<file path="config.mk">
export PLATFORM = sky130hd
export DESIGN_NAME = rotary_detent_accumulator_top
export DESIGN_NICKNAME = d
export VERILOG_FILES = /design/src/sv/rda_pkg.sv /design/src/sv/rda_divider.sv /design/src/sv/rotary_detent_accumulator_top.sv
export SDC_FILE = /design/constraint.sdc
export NUM_CORES = 1
export LEC_CHECK = 0
export BUFFER_PORTS_ARGS = -buffer_cell sky130_fd_sc_hd__buf_2
export CAP_MARGIN = 5
export CORE_AREA = 2 2 189 191
export CTS_BUF_LIST = sky130_fd_sc_hd__clkbuf_4
export DETAILED_ROUTE_END_ITERATION = 12
export DIE_AREA = 0 0 191 193
export GPL_TIMING_DRIVEN = 0
export PLACE_DENSITY = 0.73
export REMOVE_ABC_BUFFERS = 1
export SLEW_MARGIN = 20
export SYNTH_ARGS = -nofsm -noshare
export SYNTH_HDL_FRONTEND = slang
export SYNTH_SLANG_ARGS = --single-unit
</file>
<file path="constraint.sdc">
create_clock -name clk -period 6.1 [get_ports clk]
set_clock_uncertainty 0.1 [all_clocks]
set_input_delay 0.915 -clock clk [delete_from_list [all_inputs] [get_ports clk]]
set_output_delay 0.915 -clock clk [all_outputs]
set_load 0.1 [all_outputs]
</file>
<file path="src/sv/rda_pkg.sv">
// Package for the rotary detent accumulator: field widths, reset values
// and the status struct shared by the sequencer and the divider.
// No dependencies.
package rda_pkg;

  localparam int COUNT_W      = 16;
  localparam int TIME_IN_W    = 48;
  localparam int THR_W        = 7;
  localparam int TIMEOUT_W    = 32;
  localparam int CLICK_W      = 16;
  localparam int PEND_W       = 17;
  localparam int CFG_DATA_W   = 32;
  localparam int TIME_WIDTH_DEF = 48;

  // divider: pending steps over threshold
  localparam int DIVIDEND_W = PEND_W;
  localparam int DIVISOR_W  = THR_W;
  localparam int DIV_CNT_W  = $clog2(DIVIDEND_W + 1);

  localparam logic [THR_W-1:0]     THR_RESET     = 7'd2;
  localparam logic [TIMEOUT_W-1:0] TIMEOUT_RESET = 32'd200000;

  // register indexes on the configuration port
  localparam logic CFG_DETENT_THR      = 1'b0;
  localparam logic CFG_ABANDON_TIMEOUT = 1'b1;

  typedef struct packed {
    logic busy;
    logic done;
  } div_status_t;

endpackage

</file>
<file path="src/sv/rda_divider.sv">
// Restoring divider, one quotient bit per cycle, separate subtract and compare.
// Depends on rda_pkg.
module rda_divider import rda_pkg::*; (
  input  logic                  clk,
  input  logic                  rst,
  input  logic                  start,
  input  logic [DIVIDEND_W-1:0] dividend,
  input  logic [DIVISOR_W-1:0]  divisor,
  output div_status_t           status,
  output logic [DIVIDEND_W-1:0] quotient,
  output logic [DIVISOR_W-1:0]  remainder
);

  logic                 busy;
  logic                 done;
  logic [DIV_CNT_W-1:0] cnt;
  logic [DIVIDEND_W-1:0] quo;
  logic [DIVISOR_W-1:0]  rem;

  logic [DIVISOR_W:0] rem_shift;
  logic [DIVISOR_W:0] rem_diff;
  logic               fits;

  always_comb begin
    rem_shift = {rem, quo[DIVIDEND_W-1]};
    rem_diff  = rem_shift - {1'b0, divisor};
    fits      = (rem_shift >= {1'b0, divisor});
  end

  always_ff @(posedge clk) begin
    if (rst) begin
      busy <= 1'b0;
      done <= 1'b0;
      cnt  <= '0;
    end else begin
      done <= !start && busy && (cnt == DIV_CNT_W'(1));
      if (start) begin
        busy <= 1'b1;
        cnt  <= DIV_CNT_W'(DIVIDEND_W);
      end else if (busy) begin
        cnt <= cnt - 1'b1;
        if (cnt == DIV_CNT_W'(1)) begin
          busy <= 1'b0;
        end
      end
    end
  end

  always_ff @(posedge clk) begin
    if (start) begin
      quo <= dividend;
      rem <= '0;
    end else if (busy) begin
      quo <= {quo[DIVIDEND_W-2:0], fits};
      rem <= fits ? rem_diff[DIVISOR_W-1:0] : rem_shift[DIVISOR_W-1:0];
    end
  end

  assign status.busy = busy;
  assign status.done = done;
  assign quotient    = quo;
  assign remainder   = rem;

endmodule

</file>
<file path="src/sv/rotary_detent_accumulator_top.sv">
// Rotary detent accumulator: turns polled quadrature counter readings into
// detent clicks. Depends on rda_pkg and rda_divider.
//
// Input channel (in_valid/in_stall) carries one poll word: counter_value and
// time_us. Output channel (out_valid/out_stall) carries one result word per
// poll: click_count, click_direction, pending_dropped, pending_left.
// Configuration: cfg_we writes cfg_data into register cfg_index
// (0 detent threshold, 1 abandon_timeout); write only while the block is idle.
//
// in_stall is low only while the sequencer is idle. A poll with no movement
// or too few steps for a click goes through the calculation and finish states
// to out_valid; one that fires clicks also waits in the division state on the
// bit-serial divider that splits the pending steps by the threshold. A new poll
// is accepted only once the previous one has left the finish state.
// The result sits in an output register, so the next poll is accepted while
// an earlier result is still stalled; the sequencer only waits when a new
// result is ready and the register is still held by out_stall.
// Reset (rst, synchronous) clears the counter history, pending steps and
// direction, empties the output register and restores the threshold to 2
// and the timeout to 200000 us.
module rotary_detent_accumulator_top import rda_pkg::*; #(
  parameter int TIME_WIDTH = TIME_WIDTH_DEF
) (
  input  logic                        clk,
  input  logic                        rst,
  input  logic                        in_valid,
  output logic                        in_stall,
  input  logic signed [COUNT_W-1:0]   counter_value,
  input  logic [TIME_IN_W-1:0]        time_us,
  output logic                        out_valid,
  input  logic                        out_stall,
  output logic [CLICK_W-1:0]          click_count,
  output logic                        click_direction,
  output logic                        pending_dropped,
  output logic [PEND_W-1:0]           pending_left,
  input  logic                        cfg_we,
  input  logic                        cfg_index,
  input  logic [CFG_DATA_W-1:0]       cfg_data
);

  typedef enum logic [1:0] {
    S_IDLE,
    S_CALC,
    S_DIV,
    S_FINISH
  } state_t;

  state_t state;

  logic [THR_W-1:0]     detent_thr;
  logic [TIMEOUT_W-1:0] abandon_timeout;

  logic [COUNT_W-1:0]    previous_count;
  logic [TIME_WIDTH-1:0] last_step_time;
  logic [PEND_W-1:0]     pending_count;
  logic                  pending_direction;

  logic [COUNT_W-1:0]    poll_count;
  logic [TIME_WIDTH-1:0] poll_time;

  logic [CLICK_W-1:0] res_clicks;
  logic               res_dir;
  logic               res_dropped;
  logic [PEND_W-1:0]  res_left;

  // time taken modulo 2^TIME_WIDTH
  logic [TIME_WIDTH+TIME_IN_W-1:0] time_ext;
  logic [TIME_WIDTH-1:0]           now;

  logic signed [COUNT_W:0] delta;
  logic                    move_dir;
  logic [COUNT_W-1:0]      move_mag;
  logic [PEND_W-1:0]       pend_sum;
  logic [TIME_WIDTH-1:0]   elapsed;
  logic                    timed_out;
  logic [THR_W-1:0]        thr_eff;

  logic                  div_start;
  div_status_t           div_stat;
  logic [DIVIDEND_W-1:0] div_quo;
  logic [DIVISOR_W-1:0]  div_rem;

  logic out_free;

  assign time_ext = {{TIME_WIDTH{1'b0}}, time_us};
  assign now      = time_ext[TIME_WIDTH-1:0];

  always_comb begin
    delta     = $signed({poll_count[COUNT_W-1], poll_count})
              - $signed({previous_count[COUNT_W-1], previous_count});
    move_dir  = !delta[COUNT_W];
    move_mag  = delta[COUNT_W] ? COUNT_W'(-delta) : delta[COUNT_W-1:0];
    elapsed   = poll_time - last_step_time;
    timed_out = (elapsed > TIME_WIDTH'(abandon_timeout));
    thr_eff   = (detent_thr == '0) ? THR_W'(1) : detent_thr;
    if (pending_count != '0 && move_dir == pending_direction) begin
      pend_sum = pending_count + PEND_W'(move_mag);
    end else begin
      pend_sum = PEND_W'(move_mag);
    end
  end

  assign in_stall  = (state != S_IDLE);
  assign out_free  = !out_valid || !out_stall;
  assign div_start = (state == S_CALC) && (delta != '0)
                     && (pend_sum >= PEND_W'(thr_eff));

  rda_divider u_div (
    .clk       (clk),
    .rst       (rst),
    .start     (div_start),
    .dividend  (pend_sum),
    .divisor   (thr_eff),
    .status    (div_stat),
    .quotient  (div_quo),
    .remainder (div_rem)
  );

  always_ff @(posedge clk) begin
    if (rst) begin
      detent_thr      <= THR_RESET;
      abandon_timeout <= TIMEOUT_RESET;
    end else if (cfg_we) begin
      case (cfg_index)
        CFG_DETENT_THR:      detent_thr      <= cfg_data[THR_W-1:0];
        CFG_ABANDON_TIMEOUT: abandon_timeout <= cfg_data[TIMEOUT_W-1:0];
        default: ;
      endcase
    end
  end

  // poll capture and result payload
  always_ff @(posedge clk) begin
    if (state == S_IDLE && in_valid) begin
      poll_count <= counter_value;
      poll_time  <= now;
    end
    if (state == S_FINISH && out_free) begin
      click_count     <= res_clicks;
      click_direction <= res_dir;
      pending_dropped <= res_dropped;
      pending_left    <= res_left;
    end
  end

  always_ff @(posedge clk) begin
    if (rst) begin
      state             <= S_IDLE;
      out_valid         <= 1'b0;
      previous_count    <= '0;
      last_step_time    <= '0;
      pending_count     <= '0;
      pending_direction <= 1'b0;
    end else begin
      if (state == S_FINISH && out_free) begin
        out_valid <= 1'b1;
      end else if (!out_stall) begin
        out_valid <= 1'b0;
      end
      case (state)
        S_IDLE: begin
          if (in_valid) begin
            state <= S_CALC;
          end
        end
        S_CALC: begin
          res_clicks  <= '0;
          res_dir     <= 1'b0;
          if (delta == '0) begin
            if (pending_count != '0 && timed_out) begin
              pending_count <= '0;
              res_dropped   <= 1'b1;
              res_left      <= '0;
            end else begin
              res_dropped   <= 1'b0;
              res_left      <= pending_count;
            end
            state <= S_FINISH;
          end else begin
            res_dropped       <= 1'b0;
            previous_count    <= poll_count;
            last_step_time    <= poll_time;
            pending_count     <= pend_sum;
            res_left          <= pend_sum;
            if (!(pending_count != '0 && move_dir == pending_direction)) begin
              pending_direction <= move_dir;
            end
            state <= div_start ? S_DIV : S_FINISH;
          end
        end
        S_DIV: begin
          if (div_stat.done) begin
            res_clicks    <= div_quo[CLICK_W-1:0];
            res_dir       <= pending_direction;
            pending_count <= PEND_W'(div_rem);
            res_left      <= PEND_W'(div_rem);
            state         <= S_FINISH;
          end
        end
        S_FINISH: begin
          if (out_free) begin
            state <= S_IDLE;
          end
        end
        default: state <= S_IDLE;
      endcase
    end
  end

  // divider only finishes while the sequencer waits on it
  a_div_done_in_div: assert property (@(posedge clk) disable iff (rst)
    div_stat.done |-> (state == S_DIV))
    else $error("divider done outside division");

  // remainder left pending is below the threshold
  a_rem_below_thr: assert property (@(posedge clk) disable iff (rst)
    (state == S_DIV && div_stat.done) |=> (pending_count < PEND_W'(thr_eff)))
    else $error("pending steps not reduced below threshold");

  // a new result only appears from the finishing step
  a_out_from_finish: assert property (@(posedge clk) disable iff (rst)
    $rose(out_valid) |-> ($past(state) == S_FINISH))
    else $error("result raised outside finish");

  a_no_click_no_dir: assert property (@(posedge clk) disable iff (rst)
    (out_valid && click_count == '0) |-> !click_direction)
    else $error("direction set without clicks");

  a_drop_no_clicks: assert property (@(posedge clk) disable iff (rst)
    (out_valid && pending_dropped) |-> (click_count == '0 && pending_left == '0))
    else $error("dropped poll carries clicks or pending steps");

endmodule

</file>
==> results.md, run 1 <==
Place:
- The detailed placement HPWL is 31.6 mm.
- Counting tap cells, the placed design contains a total of 2,434 instances.
- The congestion estimate from routability-driven global placement came to 0.919.
- The total of buffers placed on input and output ports is 138.

Synthesis:
- By area the synthesized netlist is led by edfxtp_1 26%, dfxtp_1 16%, ha_1 9.7%.
- The fraction of the yosys area taken by sequential cells is between 40 and 50%.
- Synthesis produced a netlist whose cell count is 1,906.
- The average size of a mapped cell is 9.06 um2.
- The share of synthesized area in the top cell type comes to 26.3%.
- Of all flip-flops after synthesis, the portion carrying an async set or reset was 0%.
- The synthesized design contains around 150 enable-type register cells.
- In the synthesized netlist the dominant register cell turns out to be edfxtp_1.
- Synthesis instantiated 94 different standard cells from the library.
- The register bit total from synthesis is 289.
- edfxtp_1 takes more of the synthesized area than any other cell.
- The synthesis warning total is 0.
- The post-synthesis cell area is ~17,000 um2.

Global route:
- The number of antenna violations at the first check in global routing is 3.
- For this run, the total global-route usage over all layers was measured as 23.2%.
- Global routing finished with a remaining overflow of 0.
- The pin count of the biggest net entering global routing is 66.
- The via count of the first global-routing pass is 13.8k.
- The first global-routing pass estimated 68.7 mm of wire.

Die:
- The area of the core is 35,000 um2.
- The initial cell density of the core is 49.4%.
- The die span in y is 193 um.
- The number of cell rows is 69.
- From left edge to right edge, the die measures 191 um.
- The boundary pin count is 139.
- The total die area is 36,900 um2.

Clocking:
- The root buffer cell is clkbuf_4.
- Buffers inserted during clock tree synthesis total 76.
- After clock tree synthesis, the clock-pin slew on the worst setup and hold paths is 70 ps.
- The clock net in this run drives a total of 289 sinks.
- The latest clock arrival within the worst-skew pair is 780 ps.
- The maximum root-to-sink buffer count is 3.
- The H-tree depth is 3.
- The CTS tree is yes.

Route:
- The DRC violation count after routing is 0.
- The average wire length per cell after detail routing is 16.7 um.
- For this run, the detailed router's first-pass iteration total came to 5.
- For this block, the via count after detailed routing is 14.6k.
- The detailed-route wire length is 43.3 mm.
- The number of vias per cell after detailed routing is about 5.6.
- The first-iteration detailed-routing DRC count is 950.
- In this run the remaining antenna-violating nets after routing total 0.

Timing:
- The time the final worst path needs with I/O delays and setup is 5860 ps.
- Setup violations remaining at the end of the flow were counted as 0.
- The period utilization is 96.1%.
- The final hold slack is 208 ps.
- At the pin with the least slew margin, the transition time is 1010 ps.
- The worst slew margin relative to its limit is 31.8%.
- The number of failing hold endpoints at the final stage was 0.
- Timing would allow up to roughly 170 MHz.
- Setup repair after global routing left no endpoint under its margin.
- The final max-slew violation count came to 0.

Min path:
- The min-delay analysis places its worst path in the category in -> reg.

Setup path:
- The worst endpoint required time is 6640 ps.
- For the worst setup path, the data arrival time is approximately 6400 ps.
- The category of the worst setup path launch point is a flop.
- The worst setup path is captured at a flop.
- The critical path in this run is classified as reg -> reg.
- Of all nets on the critical path, the largest fanout is 9.

Cells and area:
- The multi-input logic area is 9360 um2.
- In the final design database the tool counted approximately 2.3k nets.
- The filler cell count is 3,194.
- The layout cell share with drive strength beyond 1 is 18.0%.
- In the final layout, flip-flops and latches occupy 7300 um2.
- Excluding fillers, the count of instances in the completed layout stands at 2,596.
- From synthesis to final layout, the design area changed by 14.8%.

Power:
- Across the VDD grid, the largest voltage drop is 0.260 mV.
- The leakage component of the power is about 7.7 nW.
- The power per standard cell area is 581 nW/um2.
- The sum of internal, switching and leakage power is 11.5 mW.

Outcome:
- The run finished with clean final reports.

Job:
- Max-cap violations in this run came to 0.
-- worst max-delay path, cell delays in order, from the launching register on --
cell      delay [ps]
edfxtp_1         390
inv_1             70
ha_1             160
inv_1             60
fa_2             350
a21oi_2          170
o21ai_1          110
o211ai_1         200
buf_4            190
a21oi_2           80
o21ai_1          150
nand2b_1         110
a21oi_2          150
xnor2_1           80
ha_1             340
nand4_1          160
nor4_2           340
and3_1           250
o32ai_1          110
nor4_1           310
nand4_1          190
or4_4            560
nor4_2           170
nand4_1          120
buf_4            180
nand2_4          120
a31oi_4          190
o32ai_1          310
-- kinds of logic after synthesis --
family	after synthesis	synth area share [%]
simple gates	628	16.6
compound gates	509	19.3
flops	289	42.3
buf+inv	229	5.27
fa+ha+maj	138	10.2
xor+xnor	71	3.69
mux	42	2.75
-- per-stage QoR --
stage / TNS, ps / setup slack, ps / area [um2] / utilization [%]
after floorplan: -38340 / -1070 / 16900 / -
after global placement: -141170 / -2850 / 18200 / 52.0
after detailed placement: -37200 / -816 / 18400 / 52.5
after CTS: 0 / 21.0 / 19600 / 56.1
after global routing: 0 / 7.14 / 19800 / 56.7
final: 0 / 241 / 19800 / 56.7
-- Yosys cell counts (all sizes together), types with 10 or more instances --
cell type,number
o21ai,71
or3,10
nand3,32
a21o,27
a21oi,214
o21a,21
edfxtp,151
mux2i,28
nor2b,16
and3,10
nand2b,17
xor2,32
buf,31
nor2,126
xnor2,39
dfxtp,138
and2,21
nand4,27
a211oi,10
or2,10
ha,134
nand2,299
clkbuf,47
nor4,11
a31oi,17
inv,151
nor3,29
o21bai,10
mux2,14
o211ai,30
-- routing by layer --
layer	track usage, %	vias to the layer above	share of wire [%]	routed length, um
li1	-	7228	-	-
met4	9.72	2	2.7	1180
met5	0	-	0.030	13
met1	30.4	6815	45	19700
met3	4.62	92	5.6	2450
met2	37.5	428	46	20000
-- what timing repair did --
action / in CTS / in global routing
resized for setup: 24 / 30
pin swaps: 11 / 14
setup buffers: 10 / 9
hold buffers: 0 / 0
cloned: 2 / 0
setup endpoints to repair: 81 / 84
-- final cells by class --
cell class	count	area share, %
Inverter	151	2.86
Clock inverter	27	0.941
Multi-Input combinational cell	1390	47.3
Antenna cell	2	0.0253
Clock buffer	112	4.24
Sequential cell	289	36.8
Timing Repair Buffer	164	4.93
Tap cell	461	2.91
-- flip-flops by register name, summed over array words and instances, names as in the netlist, 2 cells and up --
name,cells
res_clicks,16
click_count,16
previous_count,16
u_div.remainder,7
state,2
poll_count,16
abandon_timeout,32
pending_left,17
last_step_time,48
detent_thr,7
pending_count,17
poll_time,48
u_div.quotient,17
u_div.cnt,5
res_left,17
-- final timing paths --
check                          from                        endpoint  slack, ps  cells past startpoint
min               counter_value[13]        poll_count[13]$_DFFE_PP_        210                      1
max          poll_time[0]$_DFFE_PP_  pending_count[11]$_SDFFE_PP0P_        240                     27
max reg2reg  poll_time[0]$_DFFE_PP_  pending_count[11]$_SDFFE_PP0P_        240                     27
min reg2reg   res_left[2]$_DFFE_PP_       pending_left[2]$_DFFE_PP_        310                      0
-- cells in the final DEF, fill, tap and decap left out, types with 13 or more instances in the layout --
cell	n
a21o_1	27
a21oi_1	203
a31oi_1	15
and2_1	18
buf_2	137
buf_4	21
clkbuf_4	112
dfxtp_1	138
edfxtp_1	151
ha_1	133
inv_1	151
mux2i_1	26
nand2_1	297
nand2b_1	17
nand3_1	32
nand4_1	27
nor2_1	125
nor2b_1	15
nor3_1	27
o211ai_1	29
o21a_1	21
o21ai_0	55
o21ai_1	13
xnor2_1	38
xor2_1	31
-- power by group --
group	internal [mW]	leakage [nW]	switching [mW]
Sequential	2.68	2.54	0.289
Combinational	2.61	4.55	4.16
Clock	0.939	0.607	0.826
Total	6.22	7.70	5.28
(Power assumes the default switching activity.)
==> run 2, diff against run 1 <==
clock period = 7.5 ns   (was 6.1 ns; I/O delays follow)
==> run 2 against run 1 <==
  * Clock power fell by 19%
  * Critical endpoint is now res_left[14]$_DFFE_PP_
  * Sequential power fell by 19%
  * Combinational power decreased by 23%
  * Worst setup slack improved by 330 ps
  * Highest routed layer unchanged
  * Die area is the same
  * Worst hold slack improved by 110 ps
==> results.md, run 2 (synthesized netlist as in run 1, its figures left out) <==
Clocking:
- The CTS tree is yes (unchanged).
- The total CTS buffers is 76 (unchanged).
- The root buffer cell is clkbuf_4 (unchanged).
- The CTS sink count was 289 (unchanged).
- The CTS clock-pin slew for the worst setup and hold paths came to 70 ps (about the same).
- The latest clock arrival within the worst-skew pair is 780 ps (about the same).
- The number of resized instances in the post-cts repair step is 0 (was 24).
- The count of hold-fix buffers inserted at cts is 0 (unchanged).
- The H-tree depth is 3 (unchanged).
- The post-CTS setup repair buffer count is 0 (was 10).
- The maximum root-to-sink buffer count is 3 (unchanged).

Route:
- The met2 wire length is 19.4 mm (was 20.0 mm).
- The final antenna-violating net count is 0 (unchanged).
- The detailed-route wire length is 42.3 mm (was 43.3 mm).
- The first-pass detailed-route iteration total was 6 (was 5).
- The average wire length per cell after detail routing is 16.4 um (was 16.7 um).
- The DRC violation count after routing came to 0 (unchanged).
- The number of vias per cell after detailed routing was 5.59 (was 5.61).
- The length of routed met3 wiring is 2.54 mm (was 2.45 mm).
- The highest layer used for signal routing is met5 (unchanged).
- The count of vias placed by the detailed router is 14.4k (was 14.6k).
- The first-iteration detailed-routing DRC count is 917 (was 950).
- The met1 wire length is 19.3 mm (was 19.7 mm).

Setup path:
- The category of the worst setup path launch point was a flop (unchanged).
- The category of the worst setup path capture point is a flop (unchanged).
- The critical path data arrival time came to 7430 ps (was 6400 ps).
- The slowest cell on the critical path is or4_1 (was or4_4).
- The maximum fanout along the worst path is 11 (was 9).
- The critical path start-end classification was reg -> reg (unchanged).
- The delay of the slowest cell on the worst path is 540 ps (was 560 ps).
- The library cell appearing most often on the critical path is nand4_1.
- Walking the worst path, the cells encountered are inv_1 -> ha_1 -> inv_1 -> fa_1 -> a21oi_1 -> o21ai_0 -> o211ai_1 -> a2111oi_0 -> o21ai_1 -> nand2_1 -> xor2_1 -> ha_1 -> nand4_1 -> nor4_2 -> and3_1 -> o32ai_1 -> nor4_1 -> nand4_1 -> or4_1 -> nor4_1 -> nand4_1 -> nand2_2 -> and3_1 -> a22o_1.
- The worst endpoint required time is 8000 ps (was 6640 ps).

Power:
- The sum of internal, switching and leakage power is 9.03 mW (was 11.5 mW).
- The power per standard cell area came to 465 nW/um2 (was 581 nW/um2).
- The leakage component of the power came to 7.56 nW (was 7.70 nW).
- The maximum vdd ir drop is 0.200 mV (was 0.260 mV).

Die:
- The number of cell rows is 69 (unchanged).
- The die span in x came to 191 um (unchanged).
- The total die area is 36,900 um2 (unchanged).
- The die span in y came to 193 um (unchanged).
- The initial cell density of the core is 49.4% (unchanged).
- The boundary pin count is 139 (unchanged).
- The area of the core is 35,000 um2 (unchanged).

Cells and area:
- The filler cell count came to 3,214 (was 3,194).
- The post-layout instance count excluding filler cells came to 2,575 (was 2,596).
- The most common library cell in the layout ignoring fill and taps was nand2_1 (unchanged).
- The register area is 7300 um2 (unchanged).
- The final net count came to 2,292 (was 2,312).
- Leading cell types in the layout, fill and taps excluded: 297 x nand2_1, 211 x a21oi_1, 151 x inv_1, 151 x edfxtp_1, 138 x dfxtp_1 (was 297 x nand2_1, 203 x a21oi_1, 151 x inv_1, 151 x edfxtp_1, 138 x dfxtp_1).
- Registers with the highest flip-flop counts: last_step_time: 48 flops, poll_time: 48 flops, abandon_timeout: 32 flops (unchanged).
- The multi-input logic area is 9090 um2 (was 9360 um2).
- The layout cell share with drive strength beyond 1 is 15.6% (was 18.0%).
- The layout-stage area growth over the synthesis result came to 12.5% (was 14.8%).

Job:
- The count of max-cap constraint violations is 0 (unchanged).

Place:
- The total of buffers placed on input and output ports was 138 (unchanged).
- The detailed placement HPWL came to 31.6 mm (unchanged).
- The number of instances in the placed design is 2,434 (unchanged).
- The worst setup slack before clock tree synthesis was 584 ps (was -816 ps).
- The placer's final routability congestion estimate came to 0.919 (unchanged).

Timing:
- The period utilization is 92.4% (was 96.1%).
- The top achievable clock speed is 144 MHz (was 171 MHz).
- The slew at the pin closest to its max-slew limit was 1020 ps (was 1010 ps).
- Setup repair after global routing missed its margin: no (unchanged).
- The worst slew margin relative to its limit was 31.7% (was 31.8%).
- The final max-slew violation count was 0 (unchanged).
- The least setup slack across all paths after layout is 573 ps (was 241 ps).
- The time the final worst path needs with I/O delays and setup is 6930 ps (was 5860 ps).
- The number of failing hold endpoints at the final stage came to 0 (unchanged).
- The final number of setup-violating endpoints is 0 (unchanged).
- The setup TNS after final layout is 0 ps (unchanged).

Outcome:
- Run status: completed (unchanged).

Global route:
- The number of antenna violations at the first check in global routing was 2 (was 3).
- The via count of the first global-routing pass is 13.6k (was 13.8k).
- The global-route wire length before repair is 67.7 mm (was 68.7 mm).
- The overall track demand over capacity in global routing is 22.8% (was 23.2%).
- The global route total overflow came to 0 (unchanged).
- The pin count of the biggest net entering global routing came to 66 (unchanged).

Min path:
- The type of the worst min-delay path is reg -> reg (was in -> reg).
==> run 2: cell count changes in the layout (fill, tap and decap cells not counted), sizes merged <==
cell,delta
a31oi,-1
and3,-1
buf,-18
diode,-1
==> run 2: power by group <==
group / switching [mW] / internal [mW]
Sequential: 0.234 / 2.18
Combinational: 3.18 / 2.00
Clock: 0.671 / 0.764
Total: 4.09 / 4.94
==> run 2: layer usage <==
metal  vias to the layer above  global-route usage [%]
met4                         2                    8.26
met5                         -                       0
met2                       441                    37.1
met3                        82                    4.52
li1                       7162                       -
met1                      6697                    30.2
==> run 2: cell type report <==
cell class	instances	share of cell area [%]
diodes	1	0.0129
well taps	461	2.97
repair buffers	146	4.44
multi-input cells	1388	46.8
clock inverters	27	0.960
inverters	151	2.92
flip-flops and latches	289	37.6
clock buffers	112	4.33
==> run 2: worst paths after layout <==
path / slack (ps) / depth (start not counted) / endpoint / start
max: 570 / 24 / res_left[14]$_DFFE_PP_ / poll_time[0]$_DFFE_PP_
min reg2reg: 310 / 0 / click_count[13]$_DFFE_PP_ / res_clicks[13]$_SDFFCE_PN0P_
min: 310 / 0 / click_count[13]$_DFFE_PP_ / res_clicks[13]$_SDFFCE_PN0P_
max reg2reg: 570 / 24 / res_left[14]$_DFFE_PP_ / poll_time[0]$_DFFE_PP_
==> run 2: critical path: cells and delay by family, from the launching register on <==
| kind | cells | cell delay (ps) |
|---|---|---|
| xor gates and xnor gates | 1 | 190 |
| DFF | 1 | 390 |
| buffers and inverters | 2 | 120 |
| adders and majority gates | 3 | 840 |
| and+or+nand+nor | 11 | 3310 |
| AOI/OAI and AO/OA | 7 | 1790 |
==> run 2: per-stage QoR <==
step,area (um2),util (%),hold WS [ps]
final,19400,55.6,313
after global routing,19400,55.6,321
after CTS,19400,55.5,318
after detailed placement,18400,52.5,305
after global placement,18200,52.0,304
after floorplan,16900,-,300
==> run 3, diff against run 2 <==
CTS_BUF_LIST = sky130_fd_sc_hd__clkbuf_16   (was sky130_fd_sc_hd__clkbuf_4)
clock period = 6.7 ns   (was 7.5 ns; I/O delays follow)
==> run 3 against run 2 <==
  * Total power is 14% higher
  * Clock power is 17% higher
  * Combinational power is 14% higher
  * First-iteration DRC count is 1.5% higher
  * Worst setup slack worse by 180 ps
  * Maximum frequency is 9.9% higher
  * Register-to-register slack worse by 180 ps
  * Non-clock buffer count stayed put
  * Die area stayed put
  * Sequential power is 12% higher
  * Via count is 2.1% lower
  * Sequential cell count stayed put
  * Critical endpoint is now u_div.quotient[3]$_DFFE_PP_
==> results.md, run 3 (synthesized netlist as in run 1, its figures left out) <==
Setup path:
- The delay of the slowest cell on the worst path came to 550 ps (was 540 ps).
- The critical path start-end classification is reg -> reg (unchanged).
- The category of the worst setup path capture point is a flop (unchanged).
- The critical register-to-register path startpoint is poll_count[0]$_DFFE_PP_ (was poll_time[0]$_DFFE_PP_).
- The category of the worst setup path launch point is a flop (unchanged).
- The maximum fanout along the worst path was 17 (was 11).
- The endpoint of the lowest-slack register-to-register path is u_div.quotient[3]$_DFFE_PP_ (was res_left[14]$_DFFE_PP_).
- The slowest cell on the critical path is nor3b_4 (was or4_1).
- The worst endpoint required time is 6900 ps (was 8000 ps).
- The setup slack of the most critical reg-to-reg path is 400 ps (was 570 ps).
- The critical path launch point is poll_count[0]$_DFFE_PP_ (was poll_time[0]$_DFFE_PP_).
- The worst reg-to-reg path cell count is 22 (was 24).
- Cell-by-cell trace of the critical path: inv_1 -> ha_1 -> fa_1 -> nor2b_1 -> o31ai_4 -> a311oi_2 -> nor3_1 -> nor3b_4 -> buf_4 -> mux2i_1 -> ha_1 -> a21o_1 -> a21o_1 -> a21oi_1 -> nor2b_1 -> o21ai_0 -> nand2b_1 -> a21oi_1 -> o2111ai_1 -> nor3_4 -> a31oi_4 -> or2_4 (was inv_1 -> ha_1 -> inv_1 -> fa_1 -> a21oi_1 -> o21ai_0 -> o211ai_1 -> a2111oi_0 -> o21ai_1 -> nand2_1 -> xor2_1 -> ha_1 -> nand4_1 -> nor4_2 -> and3_1 -> o32ai_1 -> nor4_1 -> nand4_1 -> or4_1 -> nor4_1 -> nand4_1 -> nand2_2 -> and3_1 -> a22o_1).
- The critical path data arrival time was 6500 ps (was 7430 ps).

Clocking:
- The CTS clock-pin slew for the worst setup and hold paths is 60 ps (was 70 ps).
- The total CTS buffers is 29 (was 76).
- The CTS tree is yes (unchanged).
- The CTS sink count came to 289 (unchanged).
- The root buffer cell is clkbuf_16 (was clkbuf_4).
- The latest clock arrival within the worst-skew pair is 580 ps (was 780 ps).
- The maximum root-to-sink buffer count is 3 (unchanged).
- The H-tree depth came to 1 (was 3).

Cells and area:
- The post-route core utilization is 55.7% (was 55.6%).
- The layout-stage area growth over the synthesis result is 12.7% (was 12.5%).
- The most common library cell in the layout ignoring fill and taps is nand2_1 (unchanged).
- The number of antenna diodes is 0 (was 1).
- The final net count is 2,246 (was 2,292).
- Registers with the highest flip-flop counts: last_step_time: 48 flops, poll_time: 48 flops, abandon_timeout: 32 flops (unchanged).
- The layout cell share with drive strength beyond 1 is 12.7% (was 15.6%).
- Leading cell types in the layout, fill and taps excluded: 297 x nand2_1, 211 x a21oi_1, 160 x inv_1 (was 297 x nand2_1, 211 x a21oi_1, 151 x inv_1, 151 x edfxtp_1, 138 x dfxtp_1).

Global route:
- The global route total overflow is 0 (unchanged).
- The number of antenna violations at the first check in global routing is 0 (was 2).
- The global-route wire length before repair was 66.9 mm (was 67.7 mm).
- The via count of the first global-routing pass was 13.3k (was 13.6k).
- The overall track demand over capacity in global routing was 22.3% (was 22.8%).
- The pin count of the biggest net entering global routing came to 66 (unchanged).

Place:
- The placer's final routability congestion estimate is 0.919 (unchanged).
- The detailed placement HPWL is 31.6 mm (unchanged).
- The total of buffers placed on input and output ports is 138 (unchanged).
- The worst setup slack before clock tree synthesis is -216 ps (was 584 ps).

Min path:
- The type of the worst min-delay path was reg -> reg (unchanged).
- The cell count of the worst hold path came to 0 (unchanged).
- The startpoint of the tightest hold check path was res_left[15]$_DFFE_PP_ (was res_clicks[13]$_SDFFCE_PN0P_).
- The end point of the most critical hold path is pending_left[15]$_DFFE_PP_ (was click_count[13]$_DFFE_PP_).

Timing:
- The period utilization is 94.1% (was 92.4%).
- The final max-slew violation count is 0 (unchanged).
- The final hold slack was 319 ps (was 313 ps).
- The slew at the pin closest to its max-slew limit came to 1040 ps (was 1020 ps).
- The worst slew margin relative to its limit came to 30.5% (was 31.7%).
- The least setup slack across all paths after layout is 396 ps (was 573 ps).
- The final number of setup-violating endpoints is 0 (unchanged).
- The time the final worst path needs with I/O delays and setup is 6300 ps (was 6930 ps).
- The setup TNS after final layout is 0 ps (unchanged).
- The top achievable clock speed was 159 MHz (was 144 MHz).
- The number of failing hold endpoints at the final stage is 0 (unchanged).

Route:
- The final antenna-violating net count is 0 (unchanged).
- The DRC violation count after routing is 0 (unchanged).
- The number of vias per cell after detailed routing was 5.65 (was 5.59).
- The count of vias placed by the detailed router is 14.1k (was 14.4k).
- The average wire length per cell after detail routing is 17.0 um (was 16.4 um).
- The detailed-route wire length came to 42.2 mm (was 42.3 mm).
- The first-iteration detailed-routing DRC count is 931 (was 917).
- The first-pass detailed-route iteration total came to 5 (was 6).

Power:
- The power share of the clock group is 16.3% (was 15.9%).
- The combinational power share was 57.5% (was 57.4%).
- The leakage component of the power is 7.49 nW (was 7.56 nW).
- The sum of internal, switching and leakage power is 10.3 mW (was 9.03 mW).
- The proportion of power drawn by flip-flops and latches is 26.2% (was 26.7%).
- The internal power was 5.69 mW (was 4.94 mW).
- The net switching power figure is 4.61 mW (was 4.09 mW).
- The switching share of total power is 44.7% (was 45.3%).
- The maximum vdd ir drop was 0.284 mV (was 0.200 mV).
- The power per standard cell area is 529 nW/um2 (was 465 nW/um2).

Job:
- The count of max-cap constraint violations is 0 (unchanged).

Die:
- The die span in y was 193 um (unchanged).
- The initial cell density of the core is 49.4% (unchanged).
- The boundary pin count is 139 (unchanged).
- The area of the core is 35,000 um2 (unchanged).
- The number of cell rows is 69 (unchanged).
- The die span in x is 191 um (unchanged).
- The total die area was 36,900 um2 (unchanged).

Outcome:
- Run status: completed (unchanged).
## run 3: per-stage QoR
step                cell area (um2)  std cells
floorplan                     16900       1828
global placement              18200       2427
detailed placement            18400       2434
CTS                           19400       2490
global route                  19500       2490
finish                        19500       2490
## run 3: routing by layer
| layer | global-route usage, % | routed length [um] | vias up |
|---|---|---|---|
| li1 | - | - | 7037 |
| met1 | 30.6 | 19600 | 6591 |
| met2 | 37.2 | 19300 | 372 |
| met3 | 2.90 | 2250 | 75 |
| met4 | 6.11 | 1030 | 0 |
| met5 | 0 | 0 | - |
## run 3: worst max-delay path: cells and delay by family (launching register included)
family,cells,cell delay (ps)
fa+ha+maj,3,920
flops,1,340
mux,1,470
buf+inv,2,350
compound gates,9,1960
simple gates,7,1870
## run 3: how the worst max path moves through the flow
stage | end | slack [ps] | cells after the start
6_report | u_div.quotient[3]$_DFFE_PP_ | 400 | 22
5_1_grt | u_div.quotient[8]$_DFFE_PP_ | -9 | 19
4_1_cts | u_div.quotient[3]$_DFFE_PP_ | 40 | 19
3_5_place_dp | u_div.quotient[8]$_DFFE_PP_ | -220 | 19
3_3_place_gp | u_div.quotient[9]$_DFFE_PP_ | -2250 | 21
2_1_floorplan | u_div.quotient[0]$_DFFE_PP_ | -470 | 22
## run 3: what timing repair did
item                                    4_1_cts  5_1_grt
cloned                                        1        0
pin swaps                                     2        5
gates resized for setup                       3       15
endpoints found under the setup margin       33       75
hold buffers                                  0        0
setup buffers                                 1        0
hold endpoints to repair                      0        0
## run 3: power groups by stage
stage	logic (mW)	clock network [mW]	registers, mW
floorplan	4.27	0	2.70
detailed placement	5.68	0	2.73
finish	5.92	1.68	2.70
CTS	5.76	1.71	2.70
global route	6.54	1.79	2.75
global placement	5.51	0	2.73
## run 3: final cells by class
type                       count  area [um2]
timing repair buffer         146         842
sequential                   289        7300
clock inverter                25         262
inverter                     151         567
fill                        3166       15500
tap                          461         577
clock buffer                  29         726
multi-input combinational   1389        9190
